File: src/rtl/core/sfr_pkg.sv
// ----------------------------------------------------------------------------
// sfr_pkg: shared types and constants for the framed serial receiver
// Holds the byte and result payload types, the parse phase encoding, the frame
// constants and the byte-wide CRC-16/MODBUS update.
// ----------------------------------------------------------------------------
package sfr_pkg;

	// Frame constants
	localparam logic [7:0]  SYNC_BYTE   = 8'h6C;
	localparam logic [7:0]  SECOND_A    = 8'hAA;
	localparam logic [7:0]  SECOND_B    = 8'hA1;
	localparam logic [15:0] CRC_INIT    = 16'hFFFF;
	localparam logic [15:0] CRC_POLY    = 16'hA001;
	localparam logic [7:0]  MAX_PAYLOAD = 8'd16;

	// Result kinds
	localparam logic KIND_PAYLOAD = 1'b0;
	localparam logic KIND_END     = 1'b1;

	// Frame status codes
	typedef enum logic [1:0] {
		ST_GOOD     = 2'd0,
		ST_CRC_BAD  = 2'd1,
		ST_TOO_LONG = 2'd2
	} status_t;

	// Parse phase of the deframer
	typedef enum logic [2:0] {
		PH_IDLE    = 3'd0,
		PH_SYNC    = 3'd1,
		PH_TYPE_HI = 3'd2,
		PH_TYPE_LO = 3'd3,
		PH_LEN     = 3'd4,
		PH_PAYLOAD = 3'd5,
		PH_CRC_LO  = 3'd6
	} phase_t;

	// Input payload: one received byte
	typedef struct packed {
		logic [7:0] rx_byte;
	} rx_item_t;

	// Output payload: one result
	typedef struct packed {
		logic        result_kind;
		logic [7:0]  payload_byte;
		logic [15:0] frame_type;
		logic [7:0]  frame_length;
		logic [1:0]  frame_status;
		logic        frame_last;
	} result_t;

	// One byte into a reflected CRC-16, LSB first, eight shift steps.
	function automatic logic [15:0] crc_feed(input logic [15:0] crc, input logic [7:0] b);
		logic [15:0] c;
		c = crc ^ {8'h00, b};
		for (int k = 0; k < 8; k++) begin
			if (c[0]) begin
				c = (c >> 1) ^ CRC_POLY;
			end else begin
				c = c >> 1;
			end
		end
		return c;
	endfunction

endpackage

File: src/rtl/core/sfr_stream_if.sv
// ----------------------------------------------------------------------------
// sfr_stream_if: valid/ready stream channel
// Carries one payload per transfer; a transfer happens on a rising edge with
// valid and ready both high.
// ----------------------------------------------------------------------------
interface sfr_stream_if #(
	parameter type data_t = logic
);
	logic  valid;
	logic  ready;
	data_t data;

	modport source (output valid, output data, input ready);
	modport sink (input valid, input data, output ready);
endinterface

File: src/rtl/core/serial_frame_receiver_crc16.sv
// ----------------------------------------------------------------------------
// serial_frame_receiver_crc16: byte-wise frame parser with CRC-16/MODBUS check
//
//   Channel  Dir  Payload     Meaning
//   rx       in   rx_item_t   one received serial byte per transfer
//   res      out  result_t    payload byte or end-of-frame result
//
// One byte is taken per cycle while res does not stall. A byte is registered
// on transfer, then parsed and CRC-updated byte-wide from the input register;
// its result (if any) is registered as the parse stage moves. A stall on res
// holds the result register; the input register keeps taking bytes until it
// too is full. Reset returns the parser to idle with no result.
// ----------------------------------------------------------------------------
module serial_frame_receiver_crc16 (
	input  logic         clk,
	input  logic         arst_n,
	sfr_stream_if.sink   rx,
	sfr_stream_if.source res
);
	import sfr_pkg::*;

	// Input register stage
	logic       valid_s1;
	logic [7:0] byte_s1;

	// Parser state
	phase_t      phase_q;
	logic [15:0] type_q;
	logic [7:0]  length_q;
	logic [7:0]  count_q;
	logic [15:0] crc_q;
	logic [7:0]  crc_hi_q;

	// Result register
	logic    res_valid_q;
	result_t res_data_q;

	// Next-state values
	phase_t      phase_d;
	logic [15:0] type_d;
	logic [7:0]  length_d;
	logic [7:0]  count_d;
	logic [15:0] crc_d;
	logic [7:0]  crc_hi_d;
	logic        emit;
	result_t     result;
	logic [15:0] crc_step;
	logic        out_free;
	logic        fire_s1;

	// Handshake: the parse stage moves when the result register can take a value.
	assign out_free  = !res_valid_q || res.ready;
	assign fire_s1   = valid_s1 && out_free;
	assign rx.ready  = !valid_s1 || fire_s1;
	assign res.valid = res_valid_q;
	assign res.data  = res_data_q;

	// Input register
	always_ff @(posedge clk or negedge arst_n) begin
		if (!arst_n) begin
			valid_s1 <= 1'b0;
		end else if (rx.ready) begin
			valid_s1 <= rx.valid;
		end
	end

	always_ff @(posedge clk) begin
		if (rx.valid && rx.ready) begin
			byte_s1 <= rx.data.rx_byte;
		end
	end

	// Shared CRC update of the registered byte
	assign crc_step = crc_feed(crc_q, byte_s1);

	// Parser next state and result
	always_comb begin
		phase_d  = phase_q;
		type_d   = type_q;
		length_d = length_q;
		count_d  = count_q;
		crc_d    = crc_q;
		crc_hi_d = crc_hi_q;
		emit     = 1'b0;
		result   = '{result_kind: KIND_PAYLOAD, payload_byte: 8'h00, frame_type: type_q,
			frame_length: length_q, frame_status: ST_GOOD, frame_last: 1'b0};
		unique case (phase_q)
			PH_IDLE: begin
				if (byte_s1 == SYNC_BYTE) begin
					crc_d   = crc_feed(CRC_INIT, SYNC_BYTE);
					phase_d = PH_SYNC;
				end
			end
			PH_SYNC: begin
				// The header always counts as the first second-byte code.
				if (byte_s1 == SECOND_A || byte_s1 == SECOND_B) begin
					crc_d   = crc_feed(crc_q, SECOND_A);
					phase_d = PH_TYPE_HI;
				end
			end
			PH_TYPE_HI: begin
				type_d  = {byte_s1, 8'h00};
				crc_d   = crc_step;
				phase_d = PH_TYPE_LO;
			end
			PH_TYPE_LO: begin
				type_d  = {type_q[15:8], byte_s1};
				crc_d   = crc_step;
				phase_d = PH_LEN;
			end
			PH_LEN: begin
				length_d = byte_s1;
				crc_d    = crc_step;
				count_d  = 8'd0;
				if (byte_s1 > MAX_PAYLOAD) begin
					emit                = 1'b1;
					result.result_kind  = KIND_END;
					result.frame_length = byte_s1;
					result.frame_status = ST_TOO_LONG;
					result.frame_last   = 1'b1;
					phase_d             = PH_IDLE;
					crc_d               = CRC_INIT;
				end else begin
					phase_d = PH_PAYLOAD;
				end
			end
			PH_PAYLOAD: begin
				if (count_q != length_q) begin
					crc_d               = crc_step;
					count_d             = count_q + 8'd1;
					emit                = 1'b1;
					result.payload_byte = byte_s1;
				end else begin
					crc_hi_d = byte_s1;
					phase_d  = PH_CRC_LO;
				end
			end
			PH_CRC_LO: begin
				emit                = 1'b1;
				result.result_kind  = KIND_END;
				result.frame_status = ({crc_hi_q, byte_s1} == crc_q) ? ST_GOOD : ST_CRC_BAD;
				result.frame_last   = 1'b1;
				phase_d             = PH_IDLE;
				count_d             = 8'd0;
				crc_d               = CRC_INIT;
			end
			default: begin
				// Unused phase code: back to idle without a result.
				phase_d = PH_IDLE;
				count_d = 8'd0;
				crc_d   = CRC_INIT;
			end
		endcase
	end

	// Parser state registers
	always_ff @(posedge clk or negedge arst_n) begin
		if (!arst_n) begin
			phase_q  <= PH_IDLE;
			type_q   <= 16'h0000;
			length_q <= 8'h00;
			count_q  <= 8'h00;
			crc_q    <= CRC_INIT;
			crc_hi_q <= 8'h00;
		end else if (fire_s1) begin
			phase_q  <= phase_d;
			type_q   <= type_d;
			length_q <= length_d;
			count_q  <= count_d;
			crc_q    <= crc_d;
			crc_hi_q <= crc_hi_d;
		end
	end

	// Result register
	always_ff @(posedge clk or negedge arst_n) begin
		if (!arst_n) begin
			res_valid_q <= 1'b0;
		end else if (out_free) begin
			res_valid_q <= fire_s1 && emit;
		end
	end

	always_ff @(posedge clk) begin
		if (fire_s1 && emit) begin
			res_data_q <= result;
		end
	end

endmodule

File: src/flat_wrapper.sv
// flat-port wrapper written by rule: the top's interface ports become plain ports
module serial_frame_receiver_crc16_flat import sfr_pkg::*;
  (clk, arst_n, rx_valid, rx_data, rx_ready, res_valid, res_data, res_ready);
  sfr_stream_if #(.data_t(rx_item_t)) rx_i ();
  sfr_stream_if #(.data_t(result_t)) res_i ();
  input  logic clk;
  input  logic arst_n;
  input wire logic [$bits(rx_i.valid)-1:0] rx_valid;
  input wire logic [$bits(rx_i.data)-1:0] rx_data;
  output wire logic [$bits(rx_i.ready)-1:0] rx_ready;
  output wire logic [$bits(res_i.valid)-1:0] res_valid;
  output wire logic [$bits(res_i.data)-1:0] res_data;
  input wire logic [$bits(res_i.ready)-1:0] res_ready;
  assign rx_i.valid = rx_valid;
  assign rx_i.data = rx_data;
  assign rx_ready = rx_i.ready;
  assign res_valid = res_i.valid;
  assign res_data = res_i.data;
  assign res_i.ready = res_ready;
  serial_frame_receiver_crc16 u_core (.clk(clk), .arst_n(arst_n), .rx(rx_i), .res(res_i));
endmodule
File: config.mk
export PLATFORM = sky130hd
export DESIGN_NAME = serial_frame_receiver_crc16_flat
export DESIGN_NICKNAME = d
export VERILOG_FILES = /design/src/rtl/core/sfr_pkg.sv /design/src/rtl/core/sfr_stream_if.sv /design/src/rtl/core/serial_frame_receiver_crc16.sv /design/src/flat_wrapper.sv
export SDC_FILE = /design/constraint.sdc
export NUM_CORES = 1
export LEC_CHECK = 0
export ABC_AREA = 1
export ABC_CLOCK_PERIOD_IN_PS = 6320
export BUFFER_PORTS_ARGS = -buffer_cell sky130_fd_sc_hd__buf_2
export CELL_PAD_IN_SITES_DETAIL_PLACEMENT = 2
export CELL_PAD_IN_SITES_GLOBAL_PLACEMENT = 2
export CORE_AREA = 4 4 116 118
export CTS_BUF_LIST = sky130_fd_sc_hd__clkbuf_8
export CTS_CLUSTER_DIAMETER = 50
export DETAILED_ROUTE_END_ITERATION = 10
export DIE_AREA = 0 0 120 122
export GPL_TIMING_DRIVEN = 0
export HOLD_SLACK_MARGIN = 0.12
export PLACE_DENSITY_LB_ADDON = 0.1
export SETUP_SLACK_MARGIN = 0.15
export SYNTH_ARGS = -nofsm -noshare
export SYNTH_HDL_FRONTEND = slang
export SYNTH_SLANG_ARGS = --single-unit
File: constraint.sdc
create_clock -name clk -period 6.32 [get_ports clk]
set_clock_uncertainty 0.15 [all_clocks]
set_input_delay 1.264 -clock clk [delete_from_list [all_inputs] [get_ports clk]]
set_output_delay 1.264 -clock clk [all_outputs]
set_load 0.01 [all_outputs]
## Word level (Yosys, flattened, before mapping)

Cells that the tools add are included.

| word-level totals | value |
|---|---|
| register bits after elaboration | 105 |
| input bits | 12 |
| output and inout bits | 38 |
| logic and storage cells | 125 |

| cells by class | value |
|---|---|
| $add $sub $neg | 1 |
| magnitude comparators | 1 |
| eq/ne operators | 15 |
| mux-type cells | 51 |
| bitwise gates (word level) | 21 |
| reductions and logical operators | 20 |

Operator list:

| kind | number |
|---|---|
| $mux W16 | 34 |
| $pmux W16 S5 | 1 |
| $not A2 Y3 | 16 |
| $pmux W16 S2 | 1 |
| $pmux W3 S6 | 1 |
| $eq A16 B16 Y1 | 1 |
| $eq A8 B8 Y1 const B | 2 |
| $mux W8 | 2 |
| $pmux W8 S2 | 1 |
| $xor A16 B8 Y16 | 1 |
| $mux W3 | 4 |
| $mux W11 | 1 |
| $eq A3 B3 Y1 const B | 3 |
| $reduce_and A3 Y1 | 3 |
| $add A8 B1 Y8 const B | 1 |
| $eq A8 B7 Y1 const B | 1 |
| $gt A8 B5 Y1 const B | 1 |
| $ne A8 B8 Y1 | 1 |
| $reduce_and A4 Y1 | 2 |
| $eq A3 B2 Y1 const B | 2 |
| $ne A2 B1 Y1 const B | 3 |
| $pmux W3 S2 | 1 |
| $reduce_and A2 Y1 | 3 |
| $not A4 Y4 | 1 |
| 13 further kinds | 22 |

## Depth between registers and ports, before layout

Gate-level depths: netlist (run 1).

| depth | value |
|---|---|
| word-level depth | 33 |
| depth in mapped cells | 14 |

## Worst setup path after synthesis (run 1)

Ideal clock, no wire load.

| timing | value |
|---|---|
| path type | input to register |
| start point | in res_ready |
| end point | reg u_core.res_data_q, in the netlist u_core.res.data[10], enable pin |
| library setup time | 427 ps |
| arrival time | 3025 ps |
| data required time | 5743 ps |
| setup slack | 2718 ps |
| stages | 4 |
| buffers on the path | 0 |
| cells stage by stage | inv_1 nand2_1 nand2_1 nor2_1 |

| on the way | value |
|---|---|
| word-level cells in the longest chain between the ends | 3 |

Ends and longest elaborated chain:

| element | RTL line | source |
|---|---|---|
| from (decl) | flat_wrapper.sv:13 | `input wire logic [$bits(res_i.ready)-1:0] res_ready;` |
| $logic_or A1 B1 Y1 | serial_frame_receiver_crc16.sv:52 | `assign out_free = !res_valid_q \|\| res.ready;` |
| $logic_and A1 B1 Y1 | serial_frame_receiver_crc16.sv:53 | `assign fire_s1 = valid_s1 && out_free;` |
| $logic_and A1 B1 Y1 | serial_frame_receiver_crc16.sv:185 | `if (fire_s1 && emit) begin` |
| to (signal assigned) | serial_frame_receiver_crc16.sv:186 | `res_data_q <= result;` |
| to (decl) | serial_frame_receiver_crc16.sv:36 | `result_t res_data_q;` |

No other way between the ends.
A chain may end at the register's enable or synchronous reset.

## Worst setup path in the final report (run 1)

| timing | value |
|---|---|
| start point | in res_ready |
| end point | out rx_ready |

| on the way | value |
|---|---|
| word-level cells in the longest chain between the ends | 3 |

Ends and longest elaborated chain:

| element | RTL line | source |
|---|---|---|
| $logic_or A1 B1 Y1 | serial_frame_receiver_crc16.sv:52 |  |
| $logic_and A1 B1 Y1 | serial_frame_receiver_crc16.sv:53 |  |
| $logic_or A1 B1 Y1 | serial_frame_receiver_crc16.sv:54 | `assign rx.ready = !valid_s1 \|\| fire_s1;` |
| to (decl) | flat_wrapper.sv:10 | `output wire logic [$bits(rx_i.ready)-1:0] rx_ready;` |

No other way between the ends.

==> reports/results.ini, run 1 <==
[sta]
post-route-period-util_pct = 49.2
rsz0062_at_grt = false
max_slew.worst_pin.slew_ns = 0.872
setup_tns_ns = 0
hold_ws_ns = 0.308
setup_viol = 0
maxSlewViolCount = 0
slew-limit-headroom_pct = 41.9
fmax_mhz = 321
hold_violations = 0
fin_crit_ns = 3.11

[layout]
nets = 620
final_layout_size_suffix_gt1_share_pct = 18.9
fin_area_um2 = 5740
register_area_um2 = 2840
nFillCells = 1392
multi_input_area_um2 = 1910
area.growth.synth_to_final_pct = 14.1
insertedDiodeCount = 0

[setup_path]
startpoint = res_ready
path_common_cell = buf_2
crit_arrival_ns = 1.70
worstSetupPathDepth = 4
worstSetupPathType = in2out
slowest_stage = buf_2
critPathBufInv = 3
r2r_slack_ns = 3.41
slowest_delay_ns = 0.17
r2r_start = u_core.byte_s1[6]
crit_fanout = 3
critPathCapture = rx_ready
r2r-end = u_core.res.data[13]
crit_family = buffers and inverters
setup.worst_path.end_class = output pin
startpoint_type = input port
path_cells = buf_2, inv_1, nand3_1, buf_2
worstRegToRegCells = 9
cp.required_ns = 4.91

[yosys]
synth_cell_types = 42
synthesis.area_um2 = 5030
synth_commonest_cells = nand2_1, inv_1, dfrtp_1, edfxtp_1, o21ai_0
synthFlopType = dfrtp_1
postSynthCellCount = 542
synth.area.top_cells = edfxtp_1, dfrtp_1, nand2_1, dfstp_2, o21ai_0
syn_area_per_cell_um2 = 9.28
synth_top_area_share_pct = 25.7
yosysTopAreaCell = edfxtp_1
yosys_warnings = 0
async_flop_share_pct = 58.7
synth_seq_cells = 104
syn-num-nets = 559
synth_most_common_cell = nand2_1
yosysSeqAreaShare_pct = 56.4
synth_edf_count = 43

[die]
io_pins = 50
die_w_um = 120
fp-row-count = 41
start_util_pct = 40.3
core_area_um2 = 12500
die_y_um = 122
dieArea_um2 = 14600

[drt]
drt-initial-drc-count = 242
drc = 0
wirelength_um = 15600
first_pass_iters = 4
postRouteAntennaNets = 0
wl_per_cell_um = 20.0
via_per_inst = 5.32
dr_total_vias = 4149

[power]
p_total_w = 0.00278
combPwrFrac_pct = 42.0
power_frac_clock_pct = 16.8
switching_power_w = 0.00120
peakVddDrop_mv = 0.175
intPower_w = 0.00158
power.density_nw_per_um2 = 485
power.share.sequential_pct = 41.2
p_sw_share_pct = 43.3
p_leak_nw = 2.59

[global_route]
grt_start_max_net_pins = 62
grt_pass1_wl_um = 25000
grt_pass1_vias = 4550
overflow = 0
antenna_found_initial = 0
grtUsageTotal_pct = 22.6

[run]
maxCapViolations = 0

[cts]
root_buffer = clkbuf_8
ctsHtreeMaxLevel = 3
clk_path_buf_depth = 2
clkSinkCount = 104
ctsResizeCount = 0
cts_setup_buffers = 0
numCtsBuffers = 9
insertion_delay_ns = 0.40
clkTransAtPathRegs_ns = 0.10
cts_hold_buf = 0
cts_tree = yes

[place]
post_dp_cell_area_um2 = 5530
place_hpwl_um = 11600
io_buffers = 49
place.gp.congestion = 0.848

[status]
outcome = finished, final reports clean

[worst_hold_path]
worstHoldPathCells = 0
hp-class = reg2reg

## layout make-up
| type | instances | share of cell area, % |
|---|---|---|
| sequential | 104 | 49.5 |
| multi-input combinational | 370 | 33.3 |
| timing repair buffer | 50 | 4.80 |
| tap | 172 | 3.75 |
| inverter | 56 | 3.69 |
| clock buffer | 9 | 2.16 |
| clock inverter | 7 | 1.55 |
| buffer | 12 | 1.35 |
## worst min-delay path by stage
stage / startpoint / endpoint / slack, ns
2_1_floorplan: u_core.type_q[8] / u_core.res.data[19] / 0.28
3_3_place_gp: u_core.type_q[0] / u_core.res.data[11] / 0.29
3_5_place_dp: u_core.type_q[1] / u_core.res.data[12] / 0.28
4_1_cts: u_core.type_q[0] / u_core.res.data[11] / 0.31
5_1_grt: u_core.type_q[0] / u_core.res.data[11] / 0.32
6_report: u_core.type_q[0] / u_core.res.data[11] / 0.31
## through the flow
step	utilization [%]	setup slack (ns)	std cells
finish	46.0	3.21	780
global route	46.0	3.16	780
CTS	46.0	3.20	780
detailed placement	44.3	3.17	764
global placement	44.0	1.83	763
floorplan	-	2.72	542
## cells by family after synthesis
| group | share of synthesized area, % |
|---|---|
| AOI/OAI and AO/OA | 10.5 |
| buffers and inverters | 5.75 |
| and+or+nand+nor | 22.1 |
| DFF | 56.4 |
| adders and majority gates | 1.24 |
| xor gates and xnor gates | 4.01 |
## sequential cells by signal, summed over array words and instances, names as in the netlist
name and flops:
u_core.length_q 8, u_core.crc_hi_q 8, u_core.res.valid 1, u_core.res.data 35
u_core.valid_s1 1, u_core.count_q 8, u_core.phase_q 3, u_core.byte_s1 8
u_core.type_q 16, u_core.crc_q 16
## placed cells by master, fill, tap and decap left out, drive strengths merged, types with 7 or more instances in the layout
master	n
nor2	41
o21ai	41
nand4	7
edfxtp	43
xor2	10
a21oi	21
nand2	158
buf	59
xnor2	13
nor3	10
dfrtp	45
a31oi	9
nand3	32
clkbuf	12
dfstp	16
inv	55
## worst reg2reg max path: cells and delay by family, from the launching register on
| family | cells | cell delay (ns) |
|---|---|---|
| compound gates | 1 | 0.39 |
| flops | 1 | 0.57 |
| simple gates | 5 | 0.84 |
| buf+inv | 3 | 0.72 |
## metal layers
metal  part of all wire [%]  global-route usage [%]  wire length [um]  vias to the layer above
li1                       -                       -                 -                     1921
met1                     42                    26.4              6510                     2135
met2                     53                    42.0              8290                       63
met3                    2.4                    2.92               380                       30
met4                    2.7                    9.31               417                        0
met5                      0                       0                 0                        -
## power by group through the flow
stage	sequential [W]	combinational [W]	clock [W]
6_report	0.00115	0.00117	0.000468
5_1_grt	0.00118	0.00132	0.000506
4_1_cts	0.00115	0.00118	0.000474
3_5_place_dp	0.00116	0.00117	0
3_3_place_gp	0.00115	0.00108	0
2_1_floorplan	0.00111	0.000802	0
Note: power is estimated with default switching activity, not from simulation.
==> run 2: changes to the inputs <==
- ABC_CLOCK_PERIOD_IN_PS: 6320 -> 2600
- CORE_AREA: 4 4 116 118 -> 4 4 125 127
- DIE_AREA: 0 0 120 122 -> 0 0 129 131
- clock period: 6.32 -> 2.6 ns (I/O delays scaled with it)
==> run 2 against run 1 <==
Net effect: final area rose by 3.8%; largest cell class unchanged; global-route usage shrank 3.0 points; cell count up 3.7%; sequential share of layout area fell by 1.8 points; worst hold slack got worse by 0.17 ns; combinational power increased to 2.6 times the previous value; clock power grew 130%; first-iteration DRC count is 35% lower; register-to-register slack got worse by 3.2 ns; routed wire length decreased by 0.67%; critical path depth grew 3.
==> reports/results.ini, run 2 (synthesized netlist as in run 1, its figures left out) <==
[power]
intPower_w = 0.00390  ; +150%
combPwrFrac_pct = 44.1  ; +2.1 points
p_sw_share_pct = 43.5  ; +0.16 points
power.share.sequential_pct = 40.1  ; -1.1 points
power.density_nw_per_um2 = 1160  ; +140%
power_frac_clock_pct = 15.8  ; -1.0 points
switching_power_w = 0.00300  ; +150%
peakVddDrop_mv = 0.435  ; +150%
p_leak_nw = 2.68  ; +3.5%

[cts]
root_buffer = clkbuf_8
cts_tree = yes
insertion_delay_ns = 0.40  ; about the same
clk_path_buf_depth = 2  ; unchanged
clkSinkCount = 104  ; unchanged
numCtsBuffers = 9  ; unchanged
clkTransAtPathRegs_ns = 0.11  ; about the same
ctsHtreeMaxLevel = 3  ; unchanged

[die]
fp-row-count = 44  ; +7.3%
dieArea_um2 = 16900  ; +15%
die_y_um = 131  ; +7.4%
io_pins = 50  ; unchanged
start_util_pct = 34.9  ; -5.5 points
die_w_um = 129  ; +7.5%
core_area_um2 = 14400  ; +16%

[layout]
final_util_pct = 41.3  ; -4.7 points
final_common_cell = nand2_1
multi_input_area_um2 = 1990  ; +4.3%
fin_area_um2 = 5960  ; +3.8%
area.growth.synth_to_final_pct = 18.5
final_layout_size_suffix_gt1_share_pct = 23.2  ; +4.3 points
nFillCells = 1649  ; +18%
layout_common_cells = nand2_1, buf_2, dfrtp_1
register_area_um2 = 2840  ; unchanged
nets = 637  ; +2.7%
insertedDiodeCount = 0  ; unchanged
largest_reg_flops = 35  ; unchanged

[sta]
setup_viol = 0  ; unchanged
rsz0062_at_grt = false
fmax_mhz = 427
maxSlewViolCount = 0  ; unchanged
layout_setup_ws_ns = 0.256  ; -2.95 ns
post-route-period-util_pct = 90.2
hold_violations = 0  ; unchanged
fin_crit_ns = 2.34
max_slew.worst_pin.slew_ns = 0.870  ; -0.00208 ns
slew-limit-headroom_pct = 42.0  ; +0.14 points

[global_route]
grt_pass1_wl_um = 25100  ; +0.66%
grt_pass1_vias = 4550  ; unchanged
overflow = 0  ; unchanged
antenna_found_initial = 0  ; unchanged
grtUsageTotal_pct = 19.6  ; -3.0 points
grt_start_max_net_pins = 62  ; unchanged

[run]
maxCapViolations = 0  ; unchanged

[worst_hold_path]
worstHoldPathCells = 1  ; +1
hold_end = u_core.byte_s1[6]
holdCritStartpoint = rx_data[6]
hp-class = in2reg

[setup_path]
critPathBufInv = 1  ; -2
crit_arrival_ns = 2.33  ; +0.63 ns
path_cells = inv_1, nand2_1, nand2_1, ha_1, nand4_1, nor4_1, a31oi_1
worstRegToRegCells = 7  ; -2
setup.worst_path.end_class = register
r2r_start = u_core.byte_s1[4]
slowest_delay_ns = 0.53  ; +0.36 ns
crit_family = simple AND/OR/NAND/NOR gates
r2r_slack_ns = 0.26  ; -3.15 ns
path_common_cell = nand2_1
startpoint_type = register
worstSetupPathType = reg2reg
r2r-end = u_core.res.data[1]
cp.required_ns = 2.58  ; -2.33 ns
crit_fanout = 7  ; +4
slowest_stage = edfxtp_1

[place]
io_buffers = 49  ; unchanged
place_ws_ns = -0.597  ; -3.77 ns
post_dp_cell_area_um2 = 5510  ; -0.23%
place_hpwl_um = 11200  ; -3.3%
place.gp.congestion = 0.835  ; -1.5%

[drt]
wl_per_cell_um = 19.2  ; -4.2%
via_per_inst = 5.09  ; -4.3%
postRouteAntennaNets = 0  ; unchanged
dr_total_vias = 4120  ; -0.70%
drc = 0  ; unchanged
drt-initial-drc-count = 157  ; -35%
wirelength_um = 15500  ; -0.67%
first_pass_iters = 4  ; unchanged

[status]
outcome = finished, final reports clean

## run 2: worst max-delay path by stage
stage                       from                  end  cells after the start
2_1_floorplan  u_core.phase_q[2]  u_core.res.data[10]                      9
3_3_place_gp   u_core.byte_s1[3]  u_core.res.data[10]                      8
3_5_place_dp   u_core.byte_s1[3]   u_core.res.data[7]                      8
4_1_cts          u_core.crc_q[0]      u_core.crc_q[0]                     14
5_1_grt        u_core.byte_s1[1]     u_core.crc_q[15]                     13
6_report       u_core.byte_s1[4]   u_core.res.data[1]                      7
## run 2: layout make-up
cell class | count | share of cell area [%]
repair buffers | 66 | 6.81
flip-flops and latches | 104 | 47.6
well taps | 184 | 3.86
plain buffers | 12 | 1.34
multi-input cells | 371 | 33.4
inverters | 56 | 3.55
clock inverters | 7 | 1.32
clock buffers | 9 | 2.08
## run 2: repair_timing
item,4_1_cts,5_1_grt
gates cloned,1,0
endpoints found under the hold margin,40,0
resized for setup,8,13
pin swaps,4,1
buffers inserted,13,2
hold buffers,2,0
endpoints found under the setup margin,38,39
## run 2: power by group through the flow
stage	clock, W	combinational [W]	sequential [W]
after floorplan	0	0.00196	0.00270
after global placement	0	0.00264	0.00280
after detailed placement	0	0.00278	0.00283
after CTS	0.00112	0.00292	0.00278
after global routing	0.00119	0.00344	0.00284
final	0.00109	0.00304	0.00277
## run 2: through the flow
step	power (W)	std cells	TNS (ns)	hold slack [ns]
floorplan	0.00466	542	0	0.0744
detailed placement	0.00561	775	-20.85	0.288
global placement	0.00544	775	-18.99	0.287
global route	0.00748	809	0	0.124
CTS	0.00682	807	0	0.121
finish	0.00691	809	0	0.136
## run 2: per-layer routing
metal	vias to the layer above	routed length, um	track usage, %
met5	-	0	0
met4	0	210	6.67
met3	17	314	2.64
met2	46	8070	34.7
met1	2088	6900	24.7
li1	1969	-	-
